<file path="src/design/ght_pkg.sv">
`default_nettype none

package ght_pkg;

  // widest slot index for the largest supported table (1024 slots)
  localparam int MaxIdxW = 10;

  // command queue between front and back
  localparam int QueueDepth = 2;
  localparam int QPtrW      = 1;
  localparam int QCntW      = 2;

  typedef enum logic [1:0] {
    OP_ALLOC     = 2'd0,
    OP_LOOKUP    = 2'd1,
    OP_CLOSE     = 2'd2,
    OP_CLOSE_ALL = 2'd3
  } op_e;

  typedef enum logic [1:0] {
    ST_OK      = 2'd0,
    ST_INVALID = 2'd1,
    ST_DENIED  = 2'd2,
    ST_FULL    = 2'd3
  } status_e;

  typedef enum logic [2:0] {
    BK_CLEAR,
    BK_IDLE,
    BK_EXEC,
    BK_WALK_RD,
    BK_WALK_WR
  } back_state_e;

  // classified command as handed from front to back
  typedef struct packed {
    op_e                op;
    logic               bad;
    logic [MaxIdxW-1:0] idx;
    logic [31:0]        gen;
    logic [3:0]         ekind;
    logic [7:0]         rights;
  } cmd_t;

  // one slot of the handle table
  typedef struct packed {
    logic [31:0] gen;
    logic [7:0]  rights;
    logic [3:0]  kind;
  } entry_t;

  typedef struct packed {
    logic clearing;
  } back_stat_t;

endpackage

`default_nettype wire

</file>
<file path="src/design/ght_front.sv">
`default_nettype none

module ght_front #(
  parameter int SLOT_COUNT = 64
) (
  input  wire logic               clk_i,
  input  wire logic               rst_ni,
  input  wire logic               s_axis_tvalid_i,
  output logic                    s_axis_tready_o,
  input  wire logic [79:0]        s_axis_tdata_i,
  input  wire logic [1:0]         s_axis_tuser_i,
  input  wire logic               cfg_valid_i,
  output logic                    cfg_ready_o,
  input  wire logic [7:0]         cfg_data_i,
  input  wire ght_pkg::back_stat_t stat_i,
  output logic                    push_valid_o,
  input  wire logic               push_ready_i,
  output ght_pkg::cmd_t           push_cmd_o
);

  logic [7:0]    mask_q;
  logic [31:0]   handle_index;
  logic [31:0]   handle_gen;
  logic [3:0]    ekind;
  logic [7:0]    rights;
  ght_pkg::op_e  op;
  logic          out_of_range;

  assign handle_index = s_axis_tdata_i[31:0];
  assign handle_gen   = s_axis_tdata_i[63:32];
  assign ekind        = s_axis_tdata_i[67:64];
  assign rights       = s_axis_tdata_i[75:68];
  assign op           = ght_pkg::op_e'(s_axis_tuser_i);
  assign out_of_range = handle_index >= 32'(SLOT_COUNT);

  assign cfg_ready_o     = 1'b1;
  assign s_axis_tready_o = push_ready_i && !stat_i.clearing;
  assign push_valid_o    = s_axis_tvalid_i && !stat_i.clearing;

  always_comb begin
    push_cmd_o.op     = op;
    push_cmd_o.idx    = handle_index[ght_pkg::MaxIdxW-1:0];
    push_cmd_o.gen    = handle_gen;
    push_cmd_o.ekind  = ekind;
    push_cmd_o.rights = rights;
    push_cmd_o.bad    = 1'b0;
    case (op)
      ght_pkg::OP_ALLOC: begin
        push_cmd_o.bad    = (ekind == 4'd0);
        push_cmd_o.rights = rights & mask_q;
      end
      ght_pkg::OP_LOOKUP, ght_pkg::OP_CLOSE: begin
        push_cmd_o.bad = out_of_range;
      end
      default: begin
        push_cmd_o.bad = 1'b0;
      end
    endcase
  end

  always_ff @(posedge clk_i or negedge rst_ni) begin
    if (!rst_ni) begin
      mask_q <= 8'hFF;
    end else if (cfg_valid_i && cfg_ready_o) begin
      mask_q <= cfg_data_i;
    end
  end

endmodule

`default_nettype wire

</file>
<file path="src/design/ght_queue.sv">
`default_nettype none

module ght_queue (
  input  wire logic          clk_i,
  input  wire logic          rst_ni,
  input  wire logic          push_valid_i,
  output logic               push_ready_o,
  input  wire ght_pkg::cmd_t push_cmd_i,
  output logic               pop_valid_o,
  input  wire logic          pop_i,
  output ght_pkg::cmd_t      pop_cmd_o
);

  ght_pkg::cmd_t                  buf_q [ght_pkg::QueueDepth];
  logic [ght_pkg::QPtrW-1:0]      wr_ptr_q;
  logic [ght_pkg::QPtrW-1:0]      rd_ptr_q;
  logic [ght_pkg::QCntW-1:0]      cnt_q;
  logic                           do_push;
  logic                           do_pop;

  assign push_ready_o = cnt_q != ght_pkg::QCntW'(ght_pkg::QueueDepth);
  assign pop_valid_o  = cnt_q != '0;
  assign pop_cmd_o    = buf_q[rd_ptr_q];
  assign do_push      = push_valid_i && push_ready_o;
  assign do_pop       = pop_i && pop_valid_o;

  always_ff @(posedge clk_i) begin
    if (do_push) begin
      buf_q[wr_ptr_q] <= push_cmd_i;
    end
  end

  always_ff @(posedge clk_i or negedge rst_ni) begin
    if (!rst_ni) begin
      wr_ptr_q <= '0;
      rd_ptr_q <= '0;
      cnt_q    <= '0;
    end else begin
      if (do_push) begin
        wr_ptr_q <= wr_ptr_q + 1'b1;
      end
      if (do_pop) begin
        rd_ptr_q <= rd_ptr_q + 1'b1;
      end
      case ({do_push, do_pop})
        2'b10:   cnt_q <= cnt_q + 1'b1;
        2'b01:   cnt_q <= cnt_q - 1'b1;
        default: cnt_q <= cnt_q;
      endcase
    end
  end

endmodule

`default_nettype wire

</file>
<file path="src/design/ght_back.sv">
`default_nettype none

module ght_back #(
  parameter int SLOT_COUNT = 64
) (
  input  wire logic          clk_i,
  input  wire logic          rst_ni,
  input  wire logic          cmd_valid_i,
  input  wire ght_pkg::cmd_t cmd_i,
  output logic               cmd_pop_o,
  output ght_pkg::back_stat_t stat_o,
  output logic               out_valid_o,
  input  wire logic          out_ready_i,
  output logic [1:0]         out_status_o,
  output logic [5:0]         out_index_o,
  output logic [31:0]        out_gen_o,
  output logic [3:0]         out_kind_o,
  output logic [7:0]         out_rights_o,
  output logic [6:0]         out_open_o
);

  localparam int IdxW = (SLOT_COUNT > 1) ? $clog2(SLOT_COUNT) : 1;
  localparam int CntW = $clog2(SLOT_COUNT + 1);

  ght_pkg::entry_t mem [SLOT_COUNT];
  ght_pkg::entry_t rd_q;

  ght_pkg::back_state_e state_q, state_d;
  ght_pkg::cmd_t        cmd_q, cmd_d;
  logic [SLOT_COUNT-1:0] used_q, used_d;
  logic [CntW-1:0]      count_q, count_d;
  logic [IdxW-1:0]      walk_q, walk_d;
  logic [IdxW-1:0]      clr_q, clr_d;

  logic                 mem_re;
  logic [IdxW-1:0]      mem_raddr;
  logic                 mem_we;
  logic [IdxW-1:0]      mem_waddr;
  ght_pkg::entry_t      mem_wdata;

  logic                 free_found;
  logic [IdxW-1:0]      free_idx;
  logic                 out_free;
  logic                 take;
  logic                 take_imm;
  logic [IdxW-1:0]      cur;

  logic                 load;
  ght_pkg::status_e     res_status;
  logic [31:0]          res_index;
  logic [31:0]          res_gen;
  logic [3:0]           res_kind;
  logic [7:0]           res_rights;
  logic [31:0]          cnt_wide;
  logic                 out_valid_q;

  // lowest free slot
  always_comb begin
    free_found = 1'b0;
    free_idx   = '0;
    for (int i = SLOT_COUNT - 1; i >= 0; i--) begin
      if (!used_q[i]) begin
        free_found = 1'b1;
        free_idx   = IdxW'(i);
      end
    end
  end

  assign out_free = !out_valid_q || out_ready_i;
  assign take     = (state_q == ght_pkg::BK_IDLE) && cmd_valid_i && out_free;
  assign take_imm = cmd_i.bad || (cmd_i.op == ght_pkg::OP_ALLOC && !free_found);
  assign cur      = cmd_q.idx[IdxW-1:0];

  assign stat_o.clearing = state_q == ght_pkg::BK_CLEAR;

  // next state
  always_comb begin
    state_d = state_q;
    case (state_q)
      ght_pkg::BK_CLEAR: begin
        if (clr_q == IdxW'(SLOT_COUNT - 1)) begin
          state_d = ght_pkg::BK_IDLE;
        end
      end
      ght_pkg::BK_IDLE: begin
        if (take && !take_imm) begin
          if (cmd_i.op == ght_pkg::OP_CLOSE_ALL) begin
            state_d = ght_pkg::BK_WALK_RD;
          end else begin
            state_d = ght_pkg::BK_EXEC;
          end
        end
      end
      ght_pkg::BK_EXEC: begin
        state_d = ght_pkg::BK_IDLE;
      end
      ght_pkg::BK_WALK_RD: begin
        state_d = ght_pkg::BK_WALK_WR;
      end
      ght_pkg::BK_WALK_WR: begin
        if (walk_q == IdxW'(SLOT_COUNT - 1)) begin
          state_d = ght_pkg::BK_IDLE;
        end else begin
          state_d = ght_pkg::BK_WALK_RD;
        end
      end
      default: begin
        state_d = ght_pkg::BK_IDLE;
      end
    endcase
  end

  // datapath and memory control
  always_comb begin
    cmd_pop_o  = 1'b0;
    cmd_d      = cmd_q;
    used_d     = used_q;
    count_d    = count_q;
    walk_d     = walk_q;
    clr_d      = clr_q;
    mem_re     = 1'b0;
    mem_raddr  = '0;
    mem_we     = 1'b0;
    mem_waddr  = '0;
    mem_wdata  = '0;
    load       = 1'b0;
    res_status = ght_pkg::ST_OK;
    res_index  = '0;
    res_gen    = '0;
    res_kind   = '0;
    res_rights = '0;
    case (state_q)
      ght_pkg::BK_CLEAR: begin
        mem_we    = 1'b1;
        mem_waddr = clr_q;
        clr_d     = clr_q + 1'b1;
      end
      ght_pkg::BK_IDLE: begin
        if (take) begin
          cmd_pop_o = 1'b1;
          cmd_d     = cmd_i;
          if (take_imm) begin
            load       = 1'b1;
            res_status = cmd_i.bad ? ght_pkg::ST_INVALID : ght_pkg::ST_FULL;
          end else begin
            case (cmd_i.op)
              ght_pkg::OP_ALLOC: begin
                mem_re    = 1'b1;
                mem_raddr = free_idx;
                cmd_d.idx = ght_pkg::MaxIdxW'(free_idx);
              end
              ght_pkg::OP_LOOKUP, ght_pkg::OP_CLOSE: begin
                mem_re    = 1'b1;
                mem_raddr = cmd_i.idx[IdxW-1:0];
              end
              default: begin
                walk_d = '0;
              end
            endcase
          end
        end
      end
      ght_pkg::BK_EXEC: begin
        load      = 1'b1;
        mem_waddr = cur;
        res_index = 32'(cur);
        case (cmd_q.op)
          ght_pkg::OP_ALLOC: begin
            mem_we           = 1'b1;
            mem_wdata.gen    = rd_q.gen;
            mem_wdata.rights = cmd_q.rights;
            mem_wdata.kind   = cmd_q.ekind;
            used_d[cur]      = 1'b1;
            count_d          = count_q + 1'b1;
            res_gen          = rd_q.gen;
            res_kind         = cmd_q.ekind;
            res_rights       = cmd_q.rights;
          end
          ght_pkg::OP_LOOKUP: begin
            if (!used_q[cur] || rd_q.gen != cmd_q.gen) begin
              res_status = ght_pkg::ST_INVALID;
              res_index  = '0;
            end else if ((rd_q.rights & cmd_q.rights) != cmd_q.rights) begin
              res_status = ght_pkg::ST_DENIED;
              res_index  = '0;
            end else begin
              res_gen    = rd_q.gen;
              res_kind   = rd_q.kind;
              res_rights = rd_q.rights;
            end
          end
          default: begin
            // close: free the slot and bump its generation
            if (!used_q[cur] || rd_q.gen != cmd_q.gen) begin
              res_status = ght_pkg::ST_INVALID;
              res_index  = '0;
            end else begin
              mem_we        = 1'b1;
              mem_wdata.gen = rd_q.gen + 32'd1;
              used_d[cur]   = 1'b0;
              count_d       = count_q - 1'b1;
              res_gen       = rd_q.gen + 32'd1;
            end
          end
        endcase
      end
      ght_pkg::BK_WALK_RD: begin
        mem_re    = 1'b1;
        mem_raddr = walk_q;
      end
      ght_pkg::BK_WALK_WR: begin
        mem_waddr = walk_q;
        if (used_q[walk_q]) begin
          mem_we         = 1'b1;
          mem_wdata.gen  = rd_q.gen + 32'd1;
          used_d[walk_q] = 1'b0;
          if (count_q != '0) begin
            count_d = count_q - 1'b1;
          end
        end
        walk_d = walk_q + 1'b1;
        if (walk_q == IdxW'(SLOT_COUNT - 1)) begin
          load = 1'b1;
        end
      end
      default: begin
        cmd_pop_o = 1'b0;
      end
    endcase
  end

  assign cnt_wide = 32'(count_d);

  // table memory, registered read
  always_ff @(posedge clk_i) begin
    if (mem_we) begin
      mem[mem_waddr] <= mem_wdata;
    end
    if (mem_re) begin
      rd_q <= mem[mem_raddr];
    end
  end

  always_ff @(posedge clk_i) begin
    cmd_q <= cmd_d;
    if (load) begin
      out_status_o <= res_status;
      out_index_o  <= res_index[5:0];
      out_gen_o    <= res_gen;
      out_kind_o   <= res_kind;
      out_rights_o <= res_rights;
      out_open_o   <= (cnt_wide > 32'd127) ? 7'd127 : cnt_wide[6:0];
    end
  end

  always_ff @(posedge clk_i or negedge rst_ni) begin
    if (!rst_ni) begin
      state_q     <= ght_pkg::BK_CLEAR;
      used_q      <= '0;
      count_q     <= '0;
      walk_q      <= '0;
      clr_q       <= '0;
      out_valid_q <= 1'b0;
    end else begin
      state_q <= state_d;
      used_q  <= used_d;
      count_q <= count_d;
      walk_q  <= walk_d;
      clr_q   <= clr_d;
      if (load) begin
        out_valid_q <= 1'b1;
      end else if (out_ready_i) begin
        out_valid_q <= 1'b0;
      end
    end
  end

  assign out_valid_o = out_valid_q;

endmodule

`default_nettype wire

</file>
<file path="src/design/generational_handle_table.sv">
// generational handle table: SLOT_COUNT slots, each with a kind, a rights mask
// and a 32-bit wrapping generation; handles are (index, generation) pairs
// - s_axis: one operation per beat; tuser carries the operation (alloc,
//   lookup, close, close all), tdata carries the handle and alloc arguments
// - m_axis: exactly one result beat per operation, in order; tuser carries
//   the status, tdata the handle, stored kind/rights and open-slot count
// - cfg: single register write channel (rights bits alloc may store),
//   always ready, write only while no operation is outstanding
// - the front classifies operations (range check, alloc argument check,
//   rights masking) into a two-entry command queue; the back owns the
//   slot memory and in-use bits and produces results
// - a handle error or a full table is answered straight from the idle state;
//   alloc, lookup and close first read the table, then write back; close
//   all reads and writes every slot in turn; a new operation is taken only
//   once the previous one has produced its result
// - lowest free slot comes from a priority encoder over the in-use bits
// - after reset the back sweeps the table memory to zero, during which
//   s_axis is not ready
// - when the m_axis receiver stalls, the result is held in the output
//   register and up to two more operations wait in the command queue
`default_nettype none

module generational_handle_table #(
  parameter int SLOT_COUNT = 64
) (
  input  wire logic        clk_i,
  input  wire logic        rst_ni,
  input  wire logic        s_axis_tvalid_i,
  output logic             s_axis_tready_o,
  // handle_index[31:0], handle_generation[63:32], entry_kind[67:64],
  // rights_mask[75:68], zero pad [79:76]
  input  wire logic [79:0] s_axis_tdata_i,
  // operation[1:0]
  input  wire logic [1:0]  s_axis_tuser_i,
  output logic             m_axis_tvalid_o,
  input  wire logic        m_axis_tready_i,
  // out_index[5:0], out_generation[37:6], found_kind[41:38],
  // found_rights[49:42], open_count[56:50], zero pad [63:57]
  output logic [63:0]      m_axis_tdata_o,
  // status[1:0]
  output logic [1:0]       m_axis_tuser_o,
  input  wire logic        cfg_valid_i,
  output logic             cfg_ready_o,
  input  wire logic [7:0]  cfg_data_i
);

  ght_pkg::back_stat_t stat;
  logic                push_valid;
  logic                push_ready;
  ght_pkg::cmd_t       push_cmd;
  logic                cmd_valid;
  logic                cmd_pop;
  ght_pkg::cmd_t       cmd;

  logic [1:0]          res_status;
  logic [5:0]          res_index;
  logic [31:0]         res_gen;
  logic [3:0]          res_kind;
  logic [7:0]          res_rights;
  logic [6:0]          res_open;

  // front: classify and mask
  ght_front #(
    .SLOT_COUNT(SLOT_COUNT)
  ) u_front (
    .clk_i          (clk_i),
    .rst_ni         (rst_ni),
    .s_axis_tvalid_i(s_axis_tvalid_i),
    .s_axis_tready_o(s_axis_tready_o),
    .s_axis_tdata_i (s_axis_tdata_i),
    .s_axis_tuser_i (s_axis_tuser_i),
    .cfg_valid_i    (cfg_valid_i),
    .cfg_ready_o    (cfg_ready_o),
    .cfg_data_i     (cfg_data_i),
    .stat_i         (stat),
    .push_valid_o   (push_valid),
    .push_ready_i   (push_ready),
    .push_cmd_o     (push_cmd)
  );

  // decouples front from back
  ght_queue u_queue (
    .clk_i       (clk_i),
    .rst_ni      (rst_ni),
    .push_valid_i(push_valid),
    .push_ready_o(push_ready),
    .push_cmd_i  (push_cmd),
    .pop_valid_o (cmd_valid),
    .pop_i       (cmd_pop),
    .pop_cmd_o   (cmd)
  );

  // back: table memory, in-use bits, result register
  ght_back #(
    .SLOT_COUNT(SLOT_COUNT)
  ) u_back (
    .clk_i       (clk_i),
    .rst_ni      (rst_ni),
    .cmd_valid_i (cmd_valid),
    .cmd_i       (cmd),
    .cmd_pop_o   (cmd_pop),
    .stat_o      (stat),
    .out_valid_o (m_axis_tvalid_o),
    .out_ready_i (m_axis_tready_i),
    .out_status_o(res_status),
    .out_index_o (res_index),
    .out_gen_o   (res_gen),
    .out_kind_o  (res_kind),
    .out_rights_o(res_rights),
    .out_open_o  (res_open)
  );

  assign m_axis_tuser_o = res_status;
  assign m_axis_tdata_o = {7'd0, res_open, res_rights, res_kind, res_gen, res_index};

  // an error result carries no handle, kind or rights
  assert property (@(posedge clk_i) disable iff (!rst_ni)
    (m_axis_tvalid_o && m_axis_tuser_o != 2'(ght_pkg::ST_OK)) |->
      (m_axis_tdata_o[49:0] == 50'd0))
    else $error("error result with nonzero payload");

  // no command leaves the queue during the memory clearing sweep
  assert property (@(posedge clk_i) disable iff (!rst_ni)
    stat.clearing |-> (!cmd_pop && !s_axis_tready_o))
    else $error("command taken during clearing sweep");

  // no result appears while clearing
  assert property (@(posedge clk_i) disable iff (!rst_ni)
    stat.clearing |-> !m_axis_tvalid_o)
    else $error("result during clearing sweep");

  // open count never exceeds the table size
  assert property (@(posedge clk_i) disable iff (!rst_ni)
    m_axis_tvalid_o |-> (32'(m_axis_tdata_o[56:50]) <= 32'(SLOT_COUNT)))
    else $error("open count beyond table size");

endmodule

`default_nettype wire
</file>
<file path="config.mk">
export PLATFORM = sky130hd
export DESIGN_NAME = generational_handle_table
export DESIGN_NICKNAME = d
export VERILOG_FILES = /design/src/design/ght_pkg.sv /design/src/design/ght_front.sv /design/src/design/ght_queue.sv /design/src/design/ght_back.sv /design/src/design/generational_handle_table.sv
export SDC_FILE = /design/constraint.sdc
export NUM_CORES = 2
export LEC_CHECK = 0
export BUFFER_PORTS_ARGS = -buffer_cell sky130_fd_sc_hd__buf_2
export CORE_UTILIZATION = 50
export DETAILED_ROUTE_END_ITERATION = 12
export PLACE_DENSITY = 0.66
export SKIP_LAST_GASP = 1
export SYNTH_ARGS = -nofsm -noshare
export SYNTH_HDL_FRONTEND = slang
export SYNTH_SLANG_ARGS = --single-unit
</file>
<file path="constraint.sdc">
create_clock -name clk_i -period 8.9 [get_ports clk_i]
set_clock_uncertainty 0.15 [all_clocks]
set_input_delay 0.89 -clock clk_i [delete_from_list [all_inputs] [get_ports clk_i]]
set_output_delay 0.89 -clock clk_i [all_outputs]
set_load 0.01 [all_outputs]
</file>
### Yosys cells after proc, flatten, opt, wreduce, memory -nomap -nowiden

Memory sizes are Yosys's and may differ from the RTL's. A register that Yosys moved wholly into a read port is not among the register bits.
Cells that the tools add are included.

* register bits after elaboration: 210
* bits in writable memories: 2930
* input port bits: 95
* word-level logic and storage cells: 317
* memories: 2

* $add $sub $neg: 9
* magnitude comparators: 6
* equal/unequal tests: 25
* muxes and demuxes: 211
* bitwise logic cells: 7
* reduce and logical (&&, ||, !) cells: 36

Memory list
* u_back.mem: words 64, width 44, rd ports 1, clocked after Yosys merged registers in 1, wr ports 1, line ght_back.sv:25 `ght_pkg::entry_t mem [SLOT_COUNT];`
* u_queue.buf_q: words 2, width 57, rd ports 1, clocked after Yosys merged registers in 0, wr ports 1, line ght_queue.sv:14 `ght_pkg::cmd_t buf_q [ght_pkg::QueueDepth];`

Operators by type and width (number)
* 6-bit two-way mux: 74
* 64-bit case mux with 2 select lines: 2
* 32-bit case mux with 2 select lines: 3
* 64-bit AND: 2
* 32-bit two-way mux: 4
* 64-bit two-way mux: 2
* 64-bit inverter: 2
* 1-bit two-way mux: 86
* 64-bit bitwise OR: 1
* 6-bit case mux with 2 select lines: 4
* 32-bit by 1-bit adder with 32-bit output (second input constant): 1
* 32-bit by 7-bit >= comparator with 1-bit output (second input constant): 1
* 32-bit != test: 1
* 7-bit case mux with 2 select lines: 2
* 12-bit two-way mux: 2
* 8-bit two-way mux: 3
* 7-bit two-way mux: 3
* 6-bit case mux with 3 select lines: 1
* 8-bit AND: 2
* 8-bit case mux with 2 select lines: 1
* 6-bit by 7-bit < comparator with 1-bit output (second input constant): 2
* 6-bit by 1-bit adder with 6-bit output (second input constant): 2
* 1-bit binary-select mux with 6-bit select: 2
* 1-bit demux with 6-bit select: 2
* 37 further kinds: 89

### Logic depth before layout (Yosys ltp)

* word-level depth: 71
* depth in mapped cells: 22
* mapped depth without buffers: 13

### Modules after synthesis

From an unflattened synthesis, not the netlist that was laid out.

* cells, all modules: 9290
* area total of the unflattened synthesis: 132055.4 um2

Modules (own cells, without submodules)
* ght_back: times used 1, cells an instance 8978, area each 126752.8 um2, sequential area each 91392.7 um2
* ght_queue: times used 1, cells an instance 194, area each 4381.7 um2, sequential area each 3523.4 um2
* ght_front: times used 1, cells an instance 110, area each 864.6 um2, sequential area each 210.2 um2
* generational_handle_table: times used 1, cells an instance 8, area each 56.3 um2, sequential area each 0.0 um2

### Worst setup path after synthesis

Ideal clock, no wire load.

* path type: register to register
* start point: reg u_back.cmd_q[44] (netlist bit)
* end point: mem u_back.mem[0][16] (netlist bit) (data pin)
* arrival: 5625 ps
* required time: 8029 ps
* path slack: 2403 ps
* cell stages (with the launch flop): 14
* path through: edfxtp_1 -> buf_2 -> buf_1 -> nor3b_1 -> nand2_1 -> nand3_1 -> o2bb2ai_1 -> a21oi_1 -> a31oi_1 -> nand3_1 -> nor2b_1 -> clkbuf_1 -> clkbuf_1 -> o31ai_1

RTL lines
* start, declared: line ght_back.sv:29 `ght_pkg::cmd_t cmd_q, cmd_d;`
* start signal, assigned: line ght_back.sv:245 `cmd_q <= cmd_d;`
* end, declared: line ght_back.sv:25

### Worst setup path in the final report

* start point: reg u_queue.rd_ptr_q
* end point: reg u_back.rd_q[21] (netlist name)

* word-level cells in the longest chain between the ends: 7

Ends and longest elaborated chain
* start, declared: line ght_queue.sv:16 `logic [ght_pkg::QPtrW-1:0] rd_ptr_q;`
* start signal, assigned: line ght_queue.sv:43 `rd_ptr_q <= rd_ptr_q + 1'b1;`
* memory read 2 x 57 bit *
* 2-bit by 1-bit == test with 1-bit output, or another cell as far along: line ght_back.sv:146 `case (cmd_i.op)`
* 2-bit OR reduction, or another cell as far along: line ght_back.sv:146
* 6-bit case mux with 2 select lines, or another cell as far along: line ght_back.sv:146
* 6-bit two-way mux or 1-bit two-way mux (tied branches): line ght_back.sv:142 `if (take_imm) begin`
* 6-bit two-way mux or 1-bit two-way mux (tied branches): line ght_back.sv:139 `if (take) begin`
* 6-bit case mux with 2 select lines or 1-bit case mux with 2 select lines (tied branches): line ght_back.sv:132 `case (state_q)`

Mark *: on every way between the ends. The rest lies on a longest branch, timed or not.
A chain may end at the register's enable or synchronous reset.

==> results.txt <==
- For the pin with the worst max-slew slack, the measured transition is 1.42 ns.
- STA puts the critical path data required time at 9.41 ns.
- Endpoints failing setup: 0
* Capture point of the worst path: u_back.rd_q[21]$_DFFE_PP_
- Number of cells on the critical path: 14
- GR Util All Layers: about 31%
* Predominant post-synthesis flop cell: sky130_fd_sc_hd__edfxtp_1
* TritonRoute pass-1 iters: 9
- Counting the fill cells in the layout gives roughly 19000.
* Reg2reg start: u_queue.rd_ptr_q$_DFFE_PN0P_
* TritonCTS Buffers: around 330
* Post-placement cell count: about 12000
* Area share of and/or/nand/nor cells after synthesis: approximately a tenth
- The worst setup path is captured at a flip-flop.
- Measured in cells, the most critical reg-to-reg path has a length of 14.
- In this run the cell area of the synthesized design comes to roughly 0.13 mm2.
* Clock slew at reported path FFs: approximately 0.07 ns
- Number of register bits inferred by synthesis: ~3200
- Number of clock sinks: 3176
* Synth cell types: 102
* Most frequent cell on the critical path: sky130_fd_sc_hd__buf_4
- The worst register-to-register path ends at u_back.rd_q[21]$_DFFE_PP_.
* Proportion of layout cells with a drive suffix above 1: 14.0%
* Cell taking the most area after synthesis: sky130_fd_sc_hd__edfxtp_1
* Leakage power of the design: 0.0500 uW
- Gpl congestion: 0.902
- Post-Route Setup TNS: 0 ns
- The die is around 500 um tall.
* Effective utilization at floorplan: 50.5%
- The critical path goes through mux2i_1 -> ha_1 -> nand3_1 -> nor3_1 -> nand3b_4 -> o2111ai_4 -> nand2_2 -> a21oi_4 -> buf_4 -> buf_4 -> mux4_2 -> a2111oi_1 -> a211oi_1 -> or4_1.
- Tracing the worst setup path back leads to its startpoint at u_queue.rd_ptr_q$_DFFE_PN0P_.
- Count of mapped cells out of synthesis: a little under 9000
- Area growth, synth to finish: 13.2%
- WP data arrival: between 7 and 8 ns
- The final layout contains routed wiring with a total length of 410000 um.
- Crit share post-route: 78.8%
* Post-placement setup slack: 2.00 ns
* Hpwl dp: roughly 240000 um
- Maximum number of pins on one net before global-route repair: 123
- The smallest clock period supported by the final layout is computed as 7.02 ns.
- Grouping stages by cell kind, the critical path spends the most delay in simple AND/OR/NAND/NOR gates.
* Xor and xnor fraction of the mapped netlist area: 0.326%
- Horiz. Die Dim: ~510 um
- The first global-routing pass estimated 573000 um of wire.
- The final max-slew violation count came to 0.
- Across the VDD grid, the largest voltage drop is 0.222 mV.
- Library cell used as clock root buffer: sky130_fd_sc_hd__clkbuf_16
- For this run, the post-layout net count is 9152.
- Final Util: 57.1%
- Worst relative slew slack: 5.32%
- After the first detailed-routing iteration, the DRC count stood at 13300.
- The synthesized netlist devotes 0.117% of its cell area to adder and majority cells.
- # IOs: 164
- Per-cell routed wire length: 32.4 um
- The tightest min-delay check is of the primary input to flip-flop type.
- Mux cell area share after synthesis: around 5.9%
- Final std cells w/o fill: 12700
- For this run, the register share of the synthesized area comes to 73.7%.
- Cell types occupying the most area after synthesis: sky130_fd_sc_hd__edfxtp_1 (72%), sky130_fd_sc_hd__nand2_1 (4.5%), sky130_fd_sc_hd__mux4_2 (2.8%)
- For this run, asynchronously set or reset flops after synthesis account for between 3 and 4%.
- The H-tree was split into 5 levels.
- Startpoint Class: flip-flop
* Count of endpoints failing hold in the final timing report: 0
- The number of global-route vias before repair came to between 70000 and 80000.
* Routed via count: 83400
* Reg-to-reg slack, setup: between 1.5 and 2 ns
- The number of antenna violations at the first check in global routing came to 25.
- Summing the areas of all compound-gate instances in the mapped netlist gives 8.15% of the synthesized area.
- Row generation in the floorplan step produced 185 rows.
- For this run, the number of Yosys warnings is 0.
- CP max stage delay: about 0.84 ns
- Clock latency reported for the late side of the worst-skew pair: about 0.99 ns
- Highest clock frequency the design can meet: ~140 MHz
* Via density: roughly 6.6
- Of all nets on the critical path, the largest fanout is 37.
- The share of synthesized area in the top cell type comes to 71.8%.
- Buffers added on ports: 151
* Crit path setup slack, layout: 1.88 ns
- Yosys mapped a number of flops with a built-in enable equal to between 3000 and 4000.
- Critical path start-end classification: flip-flop to flip-flop
- Max-cap violations in this run came to 0.
* Die footprint: 0.260 mm2
* Setup repair after global routing missed its margin: false
* Congestion Overflow GR: 0
* Buffers and inverters on the worst path: 2
* Critical-path cell with the highest stage delay: sky130_fd_sc_hd__o2111ai_4
- The detail route stage leaves a number of antenna-violating nets equal to 0.
- Remaining DRCs: 0
* Synthesized area per cell: 14.7 um2
* Clock tree from TritonCTS: yes
- Power per Cell Area: 297 mW/mm2
* Core region area: 0.255 mm2
- Maximum number of buffers from clock root to sink: 4
* Result of the run: complete, no violations
* Combinational family with the most area after synthesis: simple AND/OR/NAND/NOR gates
[logic make-up (layout without fill, tap and decap cells)]
kind of cell / count (synthesis) / after routing
adder cells (fa/ha/maj): 12 / 12
other: 2 / 18
XOR/XNOR: 48 / 48
multiplexers: 558 / 558
flip-flops: 3176 / 3176
AO/OA/AOI/OAI: 1640 / 1640
buffers and inverters: 607 / 1112
AND/OR/NAND/NOR: 2726 / 2726
[worst min-delay path by stage]
stage / from / end / slack [ns] / cells after the start
floorplan: u_back.clr_q[5]$_DFFE_PN0N_ / u_back.clr_q[5]$_DFFE_PN0N_ / 0.31 / 1
global placement: u_queue.cnt_q[1]$_DFFE_PN0P_ / u_queue.cnt_q[1]$_DFFE_PN0P_ / 0.33 / 1
detailed placement: u_front.mask_q[7]$_DFFE_PN1P_ / u_front.mask_q[7]$_DFFE_PN1P_ / 0.34 / 2
CTS: cfg_data_i[0] / u_front.mask_q[0]$_DFFE_PN1P_ / 0.02 / 3
global route: cfg_data_i[1] / u_front.mask_q[1]$_DFFE_PN1P_ / 0.07 / 3
finish: cfg_data_i[0] / u_front.mask_q[0]$_DFFE_PN1P_ / 0.07 / 3
[cells in the final DEF (no fill, tap or decap), types with 30 or more instances in the layout]
master	count
sky130_fd_sc_hd__a31oi_1	90
sky130_fd_sc_hd__a22oi_1	100
sky130_fd_sc_hd__o211ai_1	49
sky130_fd_sc_hd__clkbuf_16	330
sky130_fd_sc_hd__and3_1	76
sky130_fd_sc_hd__buf_2	150
sky130_fd_sc_hd__clkbuf_1	64
sky130_fd_sc_hd__a211oi_1	50
sky130_fd_sc_hd__or4_1	31
sky130_fd_sc_hd__dfrtp_1	90
sky130_fd_sc_hd__buf_4	226
sky130_fd_sc_hd__nand2_1	1520
sky130_fd_sc_hd__edfxtp_1	3077
sky130_fd_sc_hd__a21oi_1	505
sky130_fd_sc_hd__xnor2_1	40
sky130_fd_sc_hd__nand4_1	50
sky130_fd_sc_hd__o221ai_1	31
sky130_fd_sc_hd__buf_12	69
sky130_fd_sc_hd__inv_1	51
sky130_fd_sc_hd__mux2i_1	333
sky130_fd_sc_hd__a32oi_1	57
sky130_fd_sc_hd__a221oi_1	53
sky130_fd_sc_hd__clkinv_1	74
sky130_fd_sc_hd__nor2_1	154
sky130_fd_sc_hd__nor2_4	81
sky130_fd_sc_hd__dlygate4sd3_1	51
sky130_fd_sc_hd__bufinv_16	30
sky130_fd_sc_hd__mux2_2	66
sky130_fd_sc_hd__o22a_1	33
sky130_fd_sc_hd__o21ai_0	316
sky130_fd_sc_hd__o22ai_1	123
sky130_fd_sc_hd__nor3_1	71
sky130_fd_sc_hd__clkinv_2	41
sky130_fd_sc_hd__nand3_1	577
sky130_fd_sc_hd__mux4_2	158
[registers in the layout, indices dropped and copies added, names as in the netlist, named ones only]
signal,cells
u_back.mem,2816
u_back.out_valid_o,1
u_back.rd_q,44
u_back.clr_q,6
u_queue.wr_ptr_q,1
u_back.out_kind_o,4
u_back.state_q,3
u_queue.buf_q,106
u_back.out_rights_o,8
u_back.out_gen_o,32
u_queue.cnt_q,2
u_back.out_open_o,7
u_back.cmd_q,52
u_back.walk_q,6
u_front.mask_q,8
u_back.out_status_o,2
u_back.count_q,7
u_back.out_index_o,6
u_queue.rd_ptr_q,1
[metal layers]
metal / wire (um) / global-route usage, % / vias up
met3: 52500 / 7.62 / 860
li1: - / - / 34400
met4: 16100 / 11.6 / 6
met5: 51 / 0 / -
met2: 186000 / 47.7 / 5822
met1: 155000 / 43.2 / 42400
[worst reg2reg max path: stages (launching register included)]
cell                        delay [ns]
sky130_fd_sc_hd__dfrtp_2          0.54
sky130_fd_sc_hd__mux2i_1          0.35
sky130_fd_sc_hd__ha_1             0.32
sky130_fd_sc_hd__nand3_1          0.12
sky130_fd_sc_hd__nor3_1           0.59
sky130_fd_sc_hd__nand3b_4         0.24
sky130_fd_sc_hd__o2111ai_4        0.84
sky130_fd_sc_hd__nand2_2          0.30
sky130_fd_sc_hd__a21oi_4          0.39
sky130_fd_sc_hd__buf_4            0.34
sky130_fd_sc_hd__buf_4            0.49
sky130_fd_sc_hd__mux4_2           0.59
sky130_fd_sc_hd__a2111oi_1        0.45
sky130_fd_sc_hd__a211oi_1         0.20
sky130_fd_sc_hd__or4_1            0.80
[stage by stage]
stage / hold WS [ns] / total power (uW) / cell area, um2
detailed placement: 0.342 / 29800 / 135000
CTS: 0.0156 / 42900 / 146000
floorplan: 0.305 / 24900 / 129000
finish: 0.0727 / 43300 / 146000
global placement: 0.332 / 29700 / 135000
global route: 0.0685 / 44400 / 146000
[layout make-up]
type / count / area (um2) / area share (%)
clock buffer: 396 / 8530 / 5.85
sequential: 3176 / 94900 / 65.1
antenna: 10 / 25.0 / 0.0172
multi-input combinational: 4992 / 32000 / 21.9
inverter: 53 / 199 / 0.136
timing repair buffer: 496 / 4340 / 2.98
tap: 3366 / 4210 / 2.89
clock inverter: 167 / 1610 / 1.11
[Yosys cell counts (all sizes together) (14+ instances only)]
| cell type | n |
|---|---|
| o221ai | 31 |
| mux2 | 66 |
| dfrtp | 91 |
| and2 | 14 |
| and3 | 81 |
| nor3 | 72 |
| edfxtp | 3077 |
| buf | 290 |
| mux4 | 158 |
| nor2 | 238 |
| nand3 | 578 |
| a22oi | 102 |
| nand2 | 1532 |
| a32oi | 57 |
| mux2i | 334 |
| a221oi | 59 |
| or2 | 15 |
| o22a | 33 |
| clkbuf | 264 |
| xnor2 | 40 |
| a31oi | 90 |
| a32o | 14 |
| o22ai | 125 |
| or3 | 25 |
| o21ai | 334 |
| nor2b | 19 |
| inv | 51 |
| or4 | 32 |
| a2111oi | 28 |
| o211ai | 49 |
| a211oi | 51 |
| a21o | 17 |
| o31ai | 39 |
| nand4 | 51 |
| nor4 | 18 |
| a21oi | 507 |
[power breakdown]
part           internal (uW)  switching [uW]
combinational           3230            8320
sequential             17600             895
clock                   7660            5610
total                  28400           14800
[repair_timing]
item                                   4_1_cts  5_1_grt
endpoints found under the hold margin      118        0
buffers inserted                             0        0
resized for setup                            0        0
hold buffers                                51        0
No activity file was read; power rests on OpenSTA's default activity.
